**src/htr_pkg.sv**
```systemverilog
// Shared types and constants for the HSV to RGB converter.
// Holds the beat structs, the pipeline depth, the reciprocal constants and the sector codes.
// No dependencies.
package htr_pkg;

  // Input beat: hue in degrees, saturation and value in percent.
  typedef struct packed {
    logic [15:0] hue_deg;
    logic [6:0]  sat_pct;
    logic [6:0]  val_pct;
  } hsv_in_t;

  // Output beat: one 8-bit level per channel.
  typedef struct packed {
    logic [7:0] red_level;
    logic [7:0] green_level;
    logic [7:0] blue_level;
  } rgb_out_t;

  // Hand-off from the front half (levels and hue split) to the back half.
  typedef struct packed {
    logic [7:0] top;
    logic [7:0] bottom;
    logic [2:0] sector;
    logic [5:0] rem;
  } front_out_t;

  // Pipeline geometry.
  localparam int NumStages   = 6;
  localparam int FrontStages = 3;

  // Fixed arithmetic constants.
  localparam logic [15:0] FullTurn   = 16'd360;
  localparam logic [6:0]  PctFull    = 7'd100;

  // Reciprocals, each checked to give an exact floor over its input range.
  // floor(x / 360) for x < 65536: (x * 46604) >> 24.
  localparam logic [31:0] HueRecip   = 32'd46604;
  // floor(x / 5) for x <= 1275: (x * 1639) >> 13.
  localparam logic [20:0] FiveRecip  = 21'd1639;
  // floor(x / 100) for x <= 25500: (x * 5243) >> 19.
  localparam logic [27:0] PctRecip   = 28'd5243;
  // floor(x / 60) for x <= 15045: (x * 17477) >> 20.
  localparam logic [28:0] SpanRecip  = 29'd17477;

  // Hue sectors, sixty degrees each.
  localparam logic [2:0] SecRedYel = 3'd0;
  localparam logic [2:0] SecYelGrn = 3'd1;
  localparam logic [2:0] SecGrnCyn = 3'd2;
  localparam logic [2:0] SecCynBlu = 3'd3;
  localparam logic [2:0] SecBluMag = 3'd4;
  localparam logic [2:0] SecMagRed = 3'd5;

  // Percentages above full scale are taken as full scale.
  function automatic logic [6:0] clamp_pct(input logic [6:0] raw);
    return (raw > PctFull) ? PctFull : raw;
  endfunction

endpackage

```
**src/htr_pipe_ctrl.sv**
```systemverilog
// Valid and ready control for the converter pipeline.
// Keeps one valid bit per stage and lets bubbles collapse under a stall.
// Depends on htr_pkg for the stage count.
module htr_pipe_ctrl (
  input  logic                          clk_i,
  input  logic                          rst_ni,
  input  logic                          in_valid_i,
  output logic                          in_ready_o,
  output logic                          out_valid_o,
  input  logic                          out_ready_i,
  output logic [htr_pkg::NumStages-1:0] load_o
);
  import htr_pkg::*;

  logic [NumStages-1:0] valid_q, valid_d;
  logic [NumStages:0]   ready;

  // A stage may take a new beat when it is empty or its content moves on.
  always_comb begin
    ready[NumStages] = out_ready_i;
    for (int k = NumStages - 1; k >= 0; k--) begin
      ready[k] = !valid_q[k] || ready[k+1];
    end
  end

  // Valid bits follow the data one stage per load.
  always_comb begin
    for (int k = 0; k < NumStages; k++) begin
      if (ready[k]) begin
        valid_d[k] = (k == 0) ? in_valid_i : valid_q[(k == 0) ? 0 : k-1];
      end else begin
        valid_d[k] = valid_q[k];
      end
    end
  end

  always_ff @(posedge clk_i or negedge rst_ni) begin
    if (!rst_ni) begin
      valid_q <= '0;
    end else begin
      valid_q <= valid_d;
    end
  end

  assign load_o      = ready[NumStages-1:0];
  assign in_ready_o  = ready[0];
  assign out_valid_o = valid_q[NumStages-1];

endmodule

```
**src/htr_front.sv**
```systemverilog
// Front half of the converter: three stages that reduce the hue, split it into
// sector and remainder, and scale value and saturation into top and bottom levels.
// Depends on htr_pkg.
module htr_front (
  input  logic                              clk_i,
  input  logic [htr_pkg::FrontStages-1:0]   load_i,
  input  htr_pkg::hsv_in_t                  in_data_i,
  output htr_pkg::front_out_t               front_o
);
  import htr_pkg::*;

  // Stage 1: quotient of hue by 360, clamped inputs, top level.
  logic [31:0] hue_prod;
  logic [6:0]  val_c;
  logic [12:0] val51;
  logic [10:0] val51_div4;
  logic [20:0] top_prod;
  logic [15:0] hue_q1;
  logic [7:0]  quo_q1;
  logic [6:0]  sat_q1;
  logic [7:0]  top_q1;

  assign hue_prod   = 32'(in_data_i.hue_deg) * HueRecip;
  assign val_c      = clamp_pct(in_data_i.val_pct);
  // v * 255 / 100 is v * 51 / 20: multiply by 51, drop two bits, divide by 5.
  assign val51      = (13'(val_c) << 5) + (13'(val_c) << 4) + (13'(val_c) << 1) + 13'(val_c);
  assign val51_div4 = val51[12:2];
  assign top_prod   = 21'(val51_div4) * FiveRecip;

  always_ff @(posedge clk_i) begin
    if (load_i[0]) begin
      hue_q1 <= in_data_i.hue_deg;
      quo_q1 <= hue_prod[31:24];
      sat_q1 <= clamp_pct(in_data_i.sat_pct);
      top_q1 <= top_prod[20:13];
    end
  end

  // Stage 2: reduced hue and top times the complement of saturation.
  logic [15:0] turns;
  logic [15:0] hue_red;
  logic [14:0] bot_prod;
  logic [8:0]  hue_q2;
  logic [7:0]  top_q2;
  logic [14:0] bot_prod_q2;

  assign turns    = 16'(quo_q1) * FullTurn;
  assign hue_red  = hue_q1 - turns;
  assign bot_prod = 15'(top_q1) * 15'(PctFull - sat_q1);

  always_ff @(posedge clk_i) begin
    if (load_i[1]) begin
      hue_q2      <= hue_red[8:0];
      top_q2      <= top_q1;
      bot_prod_q2 <= bot_prod;
    end
  end

  // Stage 3: sector by threshold compare, bottom level by reciprocal of 100.
  logic [2:0]  sector;
  logic [8:0]  base;
  logic [8:0]  rem_full;
  logic [27:0] bot_scaled;
  front_out_t  front_q3;

  always_comb begin
    if (hue_q2 >= 9'd300) begin
      sector = SecMagRed;
      base   = 9'd300;
    end else if (hue_q2 >= 9'd240) begin
      sector = SecBluMag;
      base   = 9'd240;
    end else if (hue_q2 >= 9'd180) begin
      sector = SecCynBlu;
      base   = 9'd180;
    end else if (hue_q2 >= 9'd120) begin
      sector = SecGrnCyn;
      base   = 9'd120;
    end else if (hue_q2 >= 9'd60) begin
      sector = SecYelGrn;
      base   = 9'd60;
    end else begin
      sector = SecRedYel;
      base   = 9'd0;
    end
  end

  assign rem_full   = hue_q2 - base;
  assign bot_scaled = 28'(bot_prod_q2) * PctRecip;

  always_ff @(posedge clk_i) begin
    if (load_i[2]) begin
      front_q3.top    <= top_q2;
      front_q3.bottom <= bot_scaled[26:19];
      front_q3.sector <= sector;
      front_q3.rem    <= rem_full[5:0];
    end
  end

  assign front_o = front_q3;

endmodule

```
**src/htr_back.sv**
```systemverilog
// Back half of the converter: three stages that form the ramp between the
// bottom and top levels and route the levels to the channels by sector.
// Depends on htr_pkg.
module htr_back (
  input  logic                                          clk_i,
  input  logic [htr_pkg::NumStages-htr_pkg::FrontStages-1:0] load_i,
  input  htr_pkg::front_out_t                           front_i,
  output htr_pkg::rgb_out_t                             out_data_o
);
  import htr_pkg::*;

  // Stage 4: span between the levels times the remainder.
  logic [7:0]  span;
  logic [7:0]  top_q4;
  logic [7:0]  bottom_q4;
  logic [2:0]  sector_q4;
  logic [13:0] ramp_prod_q4;

  assign span = front_i.top - front_i.bottom;

  always_ff @(posedge clk_i) begin
    if (load_i[0]) begin
      top_q4       <= front_i.top;
      bottom_q4    <= front_i.bottom;
      sector_q4    <= front_i.sector;
      ramp_prod_q4 <= 14'(span) * 14'(front_i.rem);
    end
  end

  // Stage 5: divide by the sector span of 60 through its reciprocal.
  logic [28:0] ramp_scaled;
  logic [7:0]  top_q5;
  logic [7:0]  bottom_q5;
  logic [2:0]  sector_q5;
  logic [7:0]  ramp_q5;

  assign ramp_scaled = 29'(ramp_prod_q4) * SpanRecip;

  always_ff @(posedge clk_i) begin
    if (load_i[1]) begin
      top_q5    <= top_q4;
      bottom_q5 <= bottom_q4;
      sector_q5 <= sector_q4;
      ramp_q5   <= ramp_scaled[27:20];
    end
  end

  // Stage 6: rising and falling levels, then the sector routing.
  logic [7:0] rise;
  logic [7:0] fall;
  rgb_out_t   rgb;
  rgb_out_t   out_q6;

  assign rise = bottom_q5 + ramp_q5;
  assign fall = top_q5 - ramp_q5;

  always_comb begin
    case (sector_q5)
      SecRedYel: begin
        rgb = '{red_level: top_q5, green_level: rise, blue_level: bottom_q5};
      end
      SecYelGrn: begin
        rgb = '{red_level: fall, green_level: top_q5, blue_level: bottom_q5};
      end
      SecGrnCyn: begin
        rgb = '{red_level: bottom_q5, green_level: top_q5, blue_level: rise};
      end
      SecCynBlu: begin
        rgb = '{red_level: bottom_q5, green_level: fall, blue_level: top_q5};
      end
      SecBluMag: begin
        rgb = '{red_level: rise, green_level: bottom_q5, blue_level: top_q5};
      end
      SecMagRed: begin
        rgb = '{red_level: top_q5, green_level: bottom_q5, blue_level: fall};
      end
      default: begin
        rgb = '{red_level: top_q5, green_level: bottom_q5, blue_level: fall};
      end
    endcase
  end

  always_ff @(posedge clk_i) begin
    if (load_i[2]) begin
      out_q6 <= rgb;
    end
  end

  assign out_data_o = out_q6;

endmodule

```
**src/hsv_to_rgb_converter.sv**
```systemverilog
// HSV to RGB converter, top level.
// Instantiates the pipeline control and the front and back datapath halves.
// Depends on htr_pkg, htr_pipe_ctrl, htr_front and htr_back.
//
// Usage:
//   The input channel (in_valid_i, in_ready_o, in_data_i) takes one beat per
//   pixel: hue in degrees (any 16-bit value, reduced modulo 360), saturation
//   and value in percent (above 100 read as 100). The output channel
//   (out_valid_o, out_ready_i, out_data_o) returns one beat of 8-bit red,
//   green and blue levels for every input beat, in order.
//   An accepted beat moves through the six register stages to out_valid_o.
//   Throughput is one beat per cycle while the receiver is ready; no stage
//   has more than one multiplication, by a constant or by a level, on a path.
//   Reset clears the stage valid bits only; the block is ready in the first
//   cycle after reset. When the receiver stalls, the output beat holds and the
//   stages behind it keep filling empty slots, so in_ready_o falls only once
//   every stage holds a beat. No beat is dropped or repeated.
module hsv_to_rgb_converter (
  input  logic              clk_i,
  input  logic              rst_ni,
  input  logic              in_valid_i,
  output logic              in_ready_o,
  input  htr_pkg::hsv_in_t  in_data_i,
  output logic              out_valid_o,
  input  logic              out_ready_i,
  output htr_pkg::rgb_out_t out_data_o
);
  import htr_pkg::*;

  logic [NumStages-1:0] load;
  front_out_t           front;

  htr_pipe_ctrl u_ctrl (
    .clk_i       (clk_i),
    .rst_ni      (rst_ni),
    .in_valid_i  (in_valid_i),
    .in_ready_o  (in_ready_o),
    .out_valid_o (out_valid_o),
    .out_ready_i (out_ready_i),
    .load_o      (load)
  );

  htr_front u_front (
    .clk_i     (clk_i),
    .load_i    (load[FrontStages-1:0]),
    .in_data_i (in_data_i),
    .front_o   (front)
  );

  htr_back u_back (
    .clk_i      (clk_i),
    .load_i     (load[NumStages-1:FrontStages]),
    .front_i    (front),
    .out_data_o (out_data_o)
  );

endmodule

```
**config.mk**
```make
export PLATFORM = sky130hd
export DESIGN_NAME = hsv_to_rgb_converter
export DESIGN_NICKNAME = d
export VERILOG_FILES = /design/src/htr_pkg.sv /design/src/htr_pipe_ctrl.sv /design/src/htr_front.sv /design/src/htr_back.sv /design/src/hsv_to_rgb_converter.sv
export SDC_FILE = /design/constraint.sdc
export NUM_CORES = 1
export LEC_CHECK = 0
export BUFFER_PORTS_ARGS = -buffer_cell sky130_fd_sc_hd__clkbuf_2
export CAP_MARGIN = 40
export CORE_ASPECT_RATIO = 1.25
export CORE_MARGIN = 1.5
export CORE_UTILIZATION = 43
export CTS_CLUSTER_DIAMETER = 100
export CTS_CLUSTER_SIZE = 8
export DETAILED_ROUTE_END_ITERATION = 10
export GPL_ROUTABILITY_DRIVEN = 0
export REMOVE_ABC_BUFFERS = 1
export SETUP_SLACK_MARGIN = 0.5
export SLEW_MARGIN = 20
export SYNTH_ARGS = -nofsm -noshare
export SYNTH_HDL_FRONTEND = slang
export SYNTH_HIERARCHICAL = 1
export SYNTH_SLANG_ARGS = --single-unit
```
**constraint.sdc**
```tcl
create_clock -name clk_i -period 16.1 [get_ports clk_i]
set_clock_uncertainty 0.05 [all_clocks]
set_input_delay 2.415 -clock clk_i [delete_from_list [all_inputs] [get_ports clk_i]]
set_output_delay 2.415 -clock clk_i [all_outputs]
set_load 0.1 [all_outputs]
```
Word-level counts from Yosys, hierarchy flattened
Index checks and enable logic that the tools add are counted. Widths: inputs -> output; s select.

Register bits after elaboration: 179. Input port bits: 34. Output and inout bits: 26. Word-level logic and storage cells: 81.

Add/subtract/negate cells: 9. Multiply operators: 7. Magnitude comparators: 7. Equality and inequality tests: 4. Multiplexer cells: 11. Reductions and logical operators: 14.

Operator list (number): $pmux 24 s5 (1); $mul 16x14->30 const B (1); $mux 6 (5); $mul 14x15->28 const B (1); $mul 15x13->27 const B (1); $mul 11x11->21 const B (1); $ge 9x8->1 const B (2); $sub 8x8->8 (2); $mul 8x15->15 (1); $gt 7x7->1 const B (2); $mul 8x6->14 (1); $add 12x11->13 (1); $add 13x7->13 (1); $add 13x8->13 (1); $ge 9x6->1 const B (1); $ge 9x7->1 const B (1); $ge 9x9->1 const B (1); $sub 9x9->9 (1); $add 8x8->8 (1); $mul 8x6->6 const B (1); $sub 7x7->8 const A (1); $mux 7 (1); $eq 3x2->1 const B (2); $logic_not 1->1 (6); 8 further kinds (15).

Logic depth before layout (Yosys ltp)
Gate-level depths: netlist of the first run.

Depth in word-level cells: 7. Depth in mapped cells: 30. Mapped depth without buffers: 30.

By module
Netlist of the first run, hierarchy kept.

By module, submodules not included: htr_front (instances 1, cells each 1414, area an instance 14771.7 µm², sequential area each 2612.5 µm²); htr_back (instances 1, cells each 742, area an instance 7780.0 µm², sequential area each 2522.4 µm²); htr_pipe_ctrl (instances 1, cells each 21, area an instance 256.5 µm², sequential area each 150.1 µm²).

Worst setup path after synthesis of the first run
OpenSTA, ideal clock, no wires.

Path type: input to register. Start: input in_data_i[3] (netlist bit). End: register u_front.top_q1[7] (data pin). Setup time: 0.266 ns. Arrival time: 9.005 ns. Required time: 15.784 ns. Path slack: 6.779 ns. Stages on the path: 29. Path buffers: 0. Path through: nor3_1 -> o21a_1 -> inv_1 -> fa_1 -> fa_1 -> inv_1 -> ha_1 -> nand3_1 -> o22ai_1 -> nor2_1 -> xnor2_1 -> ha_1 -> inv_1 -> fa_1 -> inv_1 -> fa_1 -> fa_1 -> inv_1 -> fa_1 -> inv_1 -> ha_1 -> nor4_1 -> nand2_1 -> a31oi_1 -> o31ai_1 -> a41oi_1 -> a21boi_0 -> o41ai_1 -> xnor2_1.

Cells in the longest elaborated chain, start to end: 6.

Ends and longest elaborated chain: start, declared (line hsv_to_rgb_converter.sv:23) `input htr_pkg::hsv_in_t in_data_i,`; $gt 7x7->1 (line htr_pkg.sv:56) `return (raw > PctFull) ? PctFull : raw;`; $mux 7 * (line htr_pkg.sv:56); $add 12x11->13 (line htr_front.sv:26) `assign val51 = (13'(val_c) << 5) + (13'(val_c) << 4) + (13'(val_c) << 1) + 13'(val_c);`; $add 13x8->13 (line htr_front.sv:26); $add 13x7->13 * (line htr_front.sv:26); $mul 11x11->21 * (line htr_front.sv:28) `assign top_prod = 21'(val51_div4) * FiveRecip;`; net u_front.top_prod[20] (line htr_front.sv:17) `logic [20:0] top_prod;`; end signal, assigned (line htr_front.sv:35) `top_q1 <= top_prod[20:13];`; end, declared (line htr_front.sv:21) `logic [7:0] top_q1;`.

Mark *: on every way through the listed nets, which the timed path passes. The rest lies on a longest branch. A chain may end at the register's enable or synchronous reset.

Worst setup path after layout of the first run
Ends and elaborated chain as after synthesis.

==> out/qor.txt, run 1 <==
drt total wl: 42500 um
CTS hold repair buffers: 0
die height: 260 um
crit-path max cell delay: 0.56 ns
final std cells w/o fill: 2926
number of H-tree levels: 4
Req. time, crit path: 16.25 ns
Vias/cell: 5.01
DR iter-0 viols: 503
Tot GR Track Use: 0.164
Slew Viols, Final: 0
antenna diode count: 0
Final Hold Viols: 0
area delta synth->final: 7.47%
Synth cell types: 81
largest net degree at the start of global routing: 39
row count: 94
final antenna-violating net count: 0
final net count: 2988
die width: 209 um
vias post-DR: 14700
setup TNS: 0 ns
first-pass GRT wire length: 73000 um
layout cells sized above 1: 0.0546
Slew HR: 0.484
DP Wirelength: 36600 um
sequential-to-total area share from yosys stat: 0.232
Slowest-stage cell, CP: fa_1
CP Capture Type: flip-flop
flops & latches, synth: 177
PortBufs: 59
Worst EP arrival: 9.99 ns
type of the worst setup path: input port to flip-flop
maxcap violations: 0
Final period util: 0.611
Boundary Pins: 60
Placed Cells: 2894
Post-synth EDFFs: 171
Clock Tree Buf Depth: 2
post-layout min period: 9.84 ns
DR pass1 iterations: 5
Cell Area, Synth: 22800 um2
final setup fails: 0
YS warnings: 6
vias in the first global route: 15800
Clk Latency, worst-skew pair: 0.45 ns
post-synthesis area per instance: 10.5 um2
CTS clk-pin slew, worst paths: 0.07 ns
status: complete, no violations
Root Driver: clkbuf_16
Resize count post-CTS: 0
total grt overflow: 0
Hold Crit Class: flip-flop to flip-flop
setup bufs post-CTS: 0
Die Footprint: 54400 um2
Async SR Flop Fraction: 0.0339
drt drc: 0
fmax: 102 MHz
Syn Inst Count: 2177
initial antenna violation count: 0
wire length per cell: 14.5 um
peak fanout along the critical path: 6
initial core utilization: 0.434
Startpoint Class: input port
CTS tree: built
worst-margin pin slew: 0.768 ns
CTS sink count: 177
Synth Flop Type: edfxtp_1
Num CTS Buffers: 17
Core ar.: 52600 um2
unrepaired setup endpoints after global routing: no
-- sequential cells by signal (all words and copies together), names as in the netlist, 8 cells and up --
register	flops
u_back/ramp_q5	8
u_front/hue_q2	9
u_back/ramp_prod_q4	14
u_back/out_data_o	24
u_back/bottom_q4	8
u_front/top_q2	8
u_back/top_q4	8
u_front/front_o	25
u_back/top_q5	8
u_front/bot_prod_q2	15
u_back/bottom_q5	8
u_front/hue_q1	9
u_front/top_q1	8
-- cell usage after synthesis (5+ instances only) --
master / number / area [um2]
a21o_1: 21 / 158
mux2i_1: 14 / 140
nand4_1: 7 / 43.8
or2_2: 5 / 31.3
nor2_1: 71 / 267
a31oi_1: 10 / 62.6
o22ai_1: 7 / 43.8
a21oi_1: 70 / 350
and2_1: 63 / 394
nand2_1: 94 / 353
nand2b_1: 20 / 125
o21a_1: 16 / 120
and3_1: 5 / 31.3
nor3_1: 18 / 90.1
o21ai_0: 62 / 310
xnor2_1: 83 / 727
xor2_1: 30 / 263
fa_1: 244 / 4880
o21bai_1: 6 / 45.0
dfrtp_1: 6 / 150
clkbuf_1: 19 / 71.3
nor2b_1: 26 / 163
nand3_1: 14 / 70.1
a211oi_1: 9 / 67.6
o211ai_1: 10 / 75.1
inv_1: 507 / 1900
edfxtp_1: 171 / 5130
ha_1: 469 / 5870
mux2_2: 5 / 56.3
o31ai_1: 6 / 45.0
-- layout make-up --
cell class              count  area, um2
multi-input cells        1465      15500
clock inverters            15        161
repair buffers             69        382
well taps                 672        841
flip-flops and latches    177       5290
inverters                 511       1920
fillers                  4878      28100
clock buffers              17        425
-- logic make-up (layout without fill, tap and decap cells) --
group	after synthesis	count (layout)	share of synthesized area
buffers and inverters	535	612	0.0888
xor gates and xnor gates	114	114	0.0441
AOI/OAI and AO/OA	267	267	0.0764
DFF	177	177	0.232
adders and majority gates	714	714	0.472
muxes	20	20	0.00927
and+or+nand+nor	350	350	0.0779
-- stage by stage --
| stage | instance area (um2) | setup WS [ns] | util | hold WS, ns |
|---|---|---|---|---|
| 5_1_grt | 24500 | 5.74 | 0.466 | 0.374 |
| 3_5_place_dp | 23900 | 5.75 | 0.455 | 0.355 |
| 2_1_floorplan | 22700 | 6.78 | - | 0.350 |
| 3_3_place_gp | 23900 | 6.10 | 0.455 | 0.352 |
| 6_report | 24500 | 6.26 | 0.466 | 0.369 |
| 4_1_cts | 24500 | 6.22 | 0.466 | 0.368 |
-- path summary, 6_finish.rpt --
| kind | start | endpoint | slack (ns) | cells past startpoint |
|---|---|---|---|---|
| setup / recovery | in_data_i[3] | u_front/top_q1[7] | 6.26 | 30 |
| hold / removal | u_front/hue_q1[2] | u_front/hue_q2[2] | 0.37 | 0 |
| setup reg to reg | u_front/sat_q1[0] | u_front/bot_prod_q2[13] | 10.32 | 23 |
| hold reg to reg | u_front/hue_q1[2] | u_front/hue_q2[2] | 0.37 | 0 |
| max in group asynchronous | rst_ni | u_ctrl/valid_q[4] | 14.13 | 1 |
| min in group asynchronous | rst_ni | u_ctrl/valid_q[1] | 1.72 | 1 |
-- critical path, delay by kind of cell --
family | cells | cell delay [ns]
buf+inv | 7 | 0.64
compound gates | 7 | 1.79
fa+ha+maj | 9 | 3.87
xor+xnor | 2 | 0.44
simple gates | 5 | 0.81
-- metal layers --
metal  vias to the layer above  wire length [um]  global-route usage
li1                       7308                 -                   -
met1                      7155             17800               0.185
met2                       157             23500               0.326
met3                        31               752              0.0191
met4                         0               462              0.0360
met5                         -                 0                   0
-- cell usage in the layout, fill, tap and decap left out, types with 20 or more instances in the layout --
cell        n
nand2b_1   20
and2_1     63
nand2_1    94
xor2_1     30
ha_1      469
fa_1      244
edfxtp_1  171
inv_1     507
a21oi_1    70
nor2b_1    26
xnor2_1    83
nor2_1     71
a21o_1     21
clkbuf_2   59
o21ai_0    62
Power of run 1 is not shown: default switching activity piles up to over one toggle a cycle in this logic, so the estimate is an artifact.
==> run 2, diff against run 1 <==
==> constraint.sdc (replaced) <==
create_clock -name clk_i -period 9.96 [get_ports clk_i]
set_clock_uncertainty 0.05 [all_clocks]
set_input_delay 1.494 -clock clk_i [delete_from_list [all_inputs] [get_ports clk_i]]
set_output_delay 1.494 -clock clk_i [all_outputs]
set_load 0.1 [all_outputs]
==> run 2 against run 1 <==
Net effect:
- wire length fell by 0.58%
- highest routed layer unchanged
- critical path depth unchanged
- largest cell class unchanged
- critical endpoint unchanged
- via count down 0.33%
- count of clock-buffer cells in the layout stayed put
- flip-flop and latch count did not move
- worst setup slack lost 5.3 ns
- register-to-register slack worse by 6.2 ns
- die area did not move
- utilization hardly changed
- non-clock buffer count did not move
- worst hold slack about the same
==> out/qor.txt, run 2 (same netlist as run 1, synthesis figures left out) <==
Num CTS Buffers: 17 (unchanged)
die width: 209 um (unchanged)
Root Driver: clkbuf_16
Slowest-stage cell, CP: fa_1
layout cells sized above 1: 0.0541 (-0.000444)
CTS tree: built
Worst EP arrival: 9.11 ns (-0.88 ns)
final std cells w/o fill: 2926 (unchanged)
Hold Crit Class: flip-flop to flip-flop
type of the worst setup path: input port to flip-flop
area delta synth->final: 7.52% (about the same)
Tot GR Track Use: 0.163 (-0.000949)
DR pass1 iterations: 5 (unchanged)
crit-path max cell delay: 0.55 ns (about the same)
wire length per cell: 14.4 um (-0.58%)
final core occ: 0.466 (about the same)
Final period util: 0.899
first-pass GRT wire length: 72400 um (-0.78%)
final net count: 2988 (unchanged)
DR iter-0 viols: 571 (+14%)
peak fanout along the critical path: 6 (unchanged)
Placed Cells: 2894 (unchanged)
hold path depth: 0 (unchanged)
final antenna-violating net count: 0 (unchanged)
number of H-tree levels: 4 (unchanged)
maxcap violations: 0 (unchanged)
unrepaired setup endpoints after global routing: no
most frequent cells in the layout: inv_1, ha_1, fa_1
setup bufs post-CTS: 0 (unchanged)
total grt overflow: 0 (unchanged)
vias post-DR: 14600 (-0.33%)
CTS clk-pin slew, worst paths: 0.07 ns (about the same)
drt drc: 0 (unchanged)
post-layout min period: 8.95 ns
initial core utilization: 0.434 (unchanged)
DP Wirelength: 36500 um (-0.14%)
row count: 94 (unchanged)
Boundary Pins: 60 (unchanged)
Startpoint Class: input port
initial antenna violation count: 0 (unchanged)
Clock Tree Buf Depth: 2 (unchanged)
Req. time, crit path: 10.11 ns (-6.14 ns)
setup TNS: 0 ns (unchanged)
Die Footprint: 54400 um2 (unchanged)
final setup fails: 0 (unchanged)
fmax: 112 MHz
WHS: 0.369 ns (-0.0000210 ns)
largest net degree at the start of global routing: 39 (unchanged)
commonest non-fill, non-tap cell in the layout: inv_1
status: complete, no violations
Clk Latency, worst-skew pair: 0.46 ns (about the same)
Reg2Reg Depth: 23 (unchanged)
antenna diode count: 0 (unchanged)
CTS hold repair buffers: 0 (unchanged)
CP Capture Type: flip-flop
max reg flops: 25 (unchanged)
vias in the first global route: 15700 (-0.58%)
Vias/cell: 4.99 (-0.33%)
Final Hold Viols: 0 (unchanged)
R2R Setup Slk: 4.15 ns (-6.17 ns)
PortBufs: 59 (unchanged)
drt total wl: 42200 um (-0.58%)
Slew Viols, Final: 0 (unchanged)
CTS sink count: 177 (unchanged)
die height: 260 um (unchanged)
Slew HR: 0.480 (-0.00404)
Core ar.: 52600 um2 (unchanged)
Resize count post-CTS: 0 (unchanged)
worst-margin pin slew: 0.774 ns (+0.00601 ns)
## run 2: cell count changes in the layout (fill, tap and decap cells not counted), sizes merged
cell      delta
inv          -2
bufinv       +1
clkinv       -1
clkinvlp     +2
## run 2: path summary, 6_finish.rpt
check / start / endpoint
min in group asynchronous: rst_ni / u_ctrl/valid_q[1]
max reg2reg: u_front/sat_q1[0] / u_front/bot_prod_q2[13]
max: in_data_i[3] / u_front/top_q1[7]
min reg2reg: u_front/hue_q1[2] / u_front/hue_q2[2]
min: u_front/hue_q1[2] / u_front/hue_q2[2]
max in group asynchronous: rst_ni / u_ctrl/valid_q[3]
## run 2: layout make-up
class | count | area [um2]
clock inverters | 15 | 174
flip-flops and latches | 177 | 5290
repair buffers | 69 | 382
well taps | 672 | 841
inverters | 511 | 1920
fillers | 4852 | 28000
clock buffers | 17 | 425
multi-input cells | 1465 | 15500
## run 2: per-stage QoR
stage                     cell area, um2  setup slack, ns
after global routing               24500            0.541
after global placement             23900            0.886
after floorplan                    22700             1.56
after CTS                          24500             1.06
final                              24500             1.01
after detailed placement           23900            0.581
## run 2: routing by layer
layer  share of wire  vias up  GRT usage
li1                -     7301          -
met1            0.42     7101      0.184
met2            0.55      155      0.323
met3           0.019       46     0.0149
met4           0.016        0     0.0459
met5               0        -          0
## run 2: worst max-delay path, delay by kind of cell
kind,cells,cell delay [ns]
simple gates,5,0.88
fa+ha+maj,9,3.84
compound gates,7,1.80
buf+inv,7,0.65
xor+xnor,2,0.44
Power of run 2 is left out for the same reason.
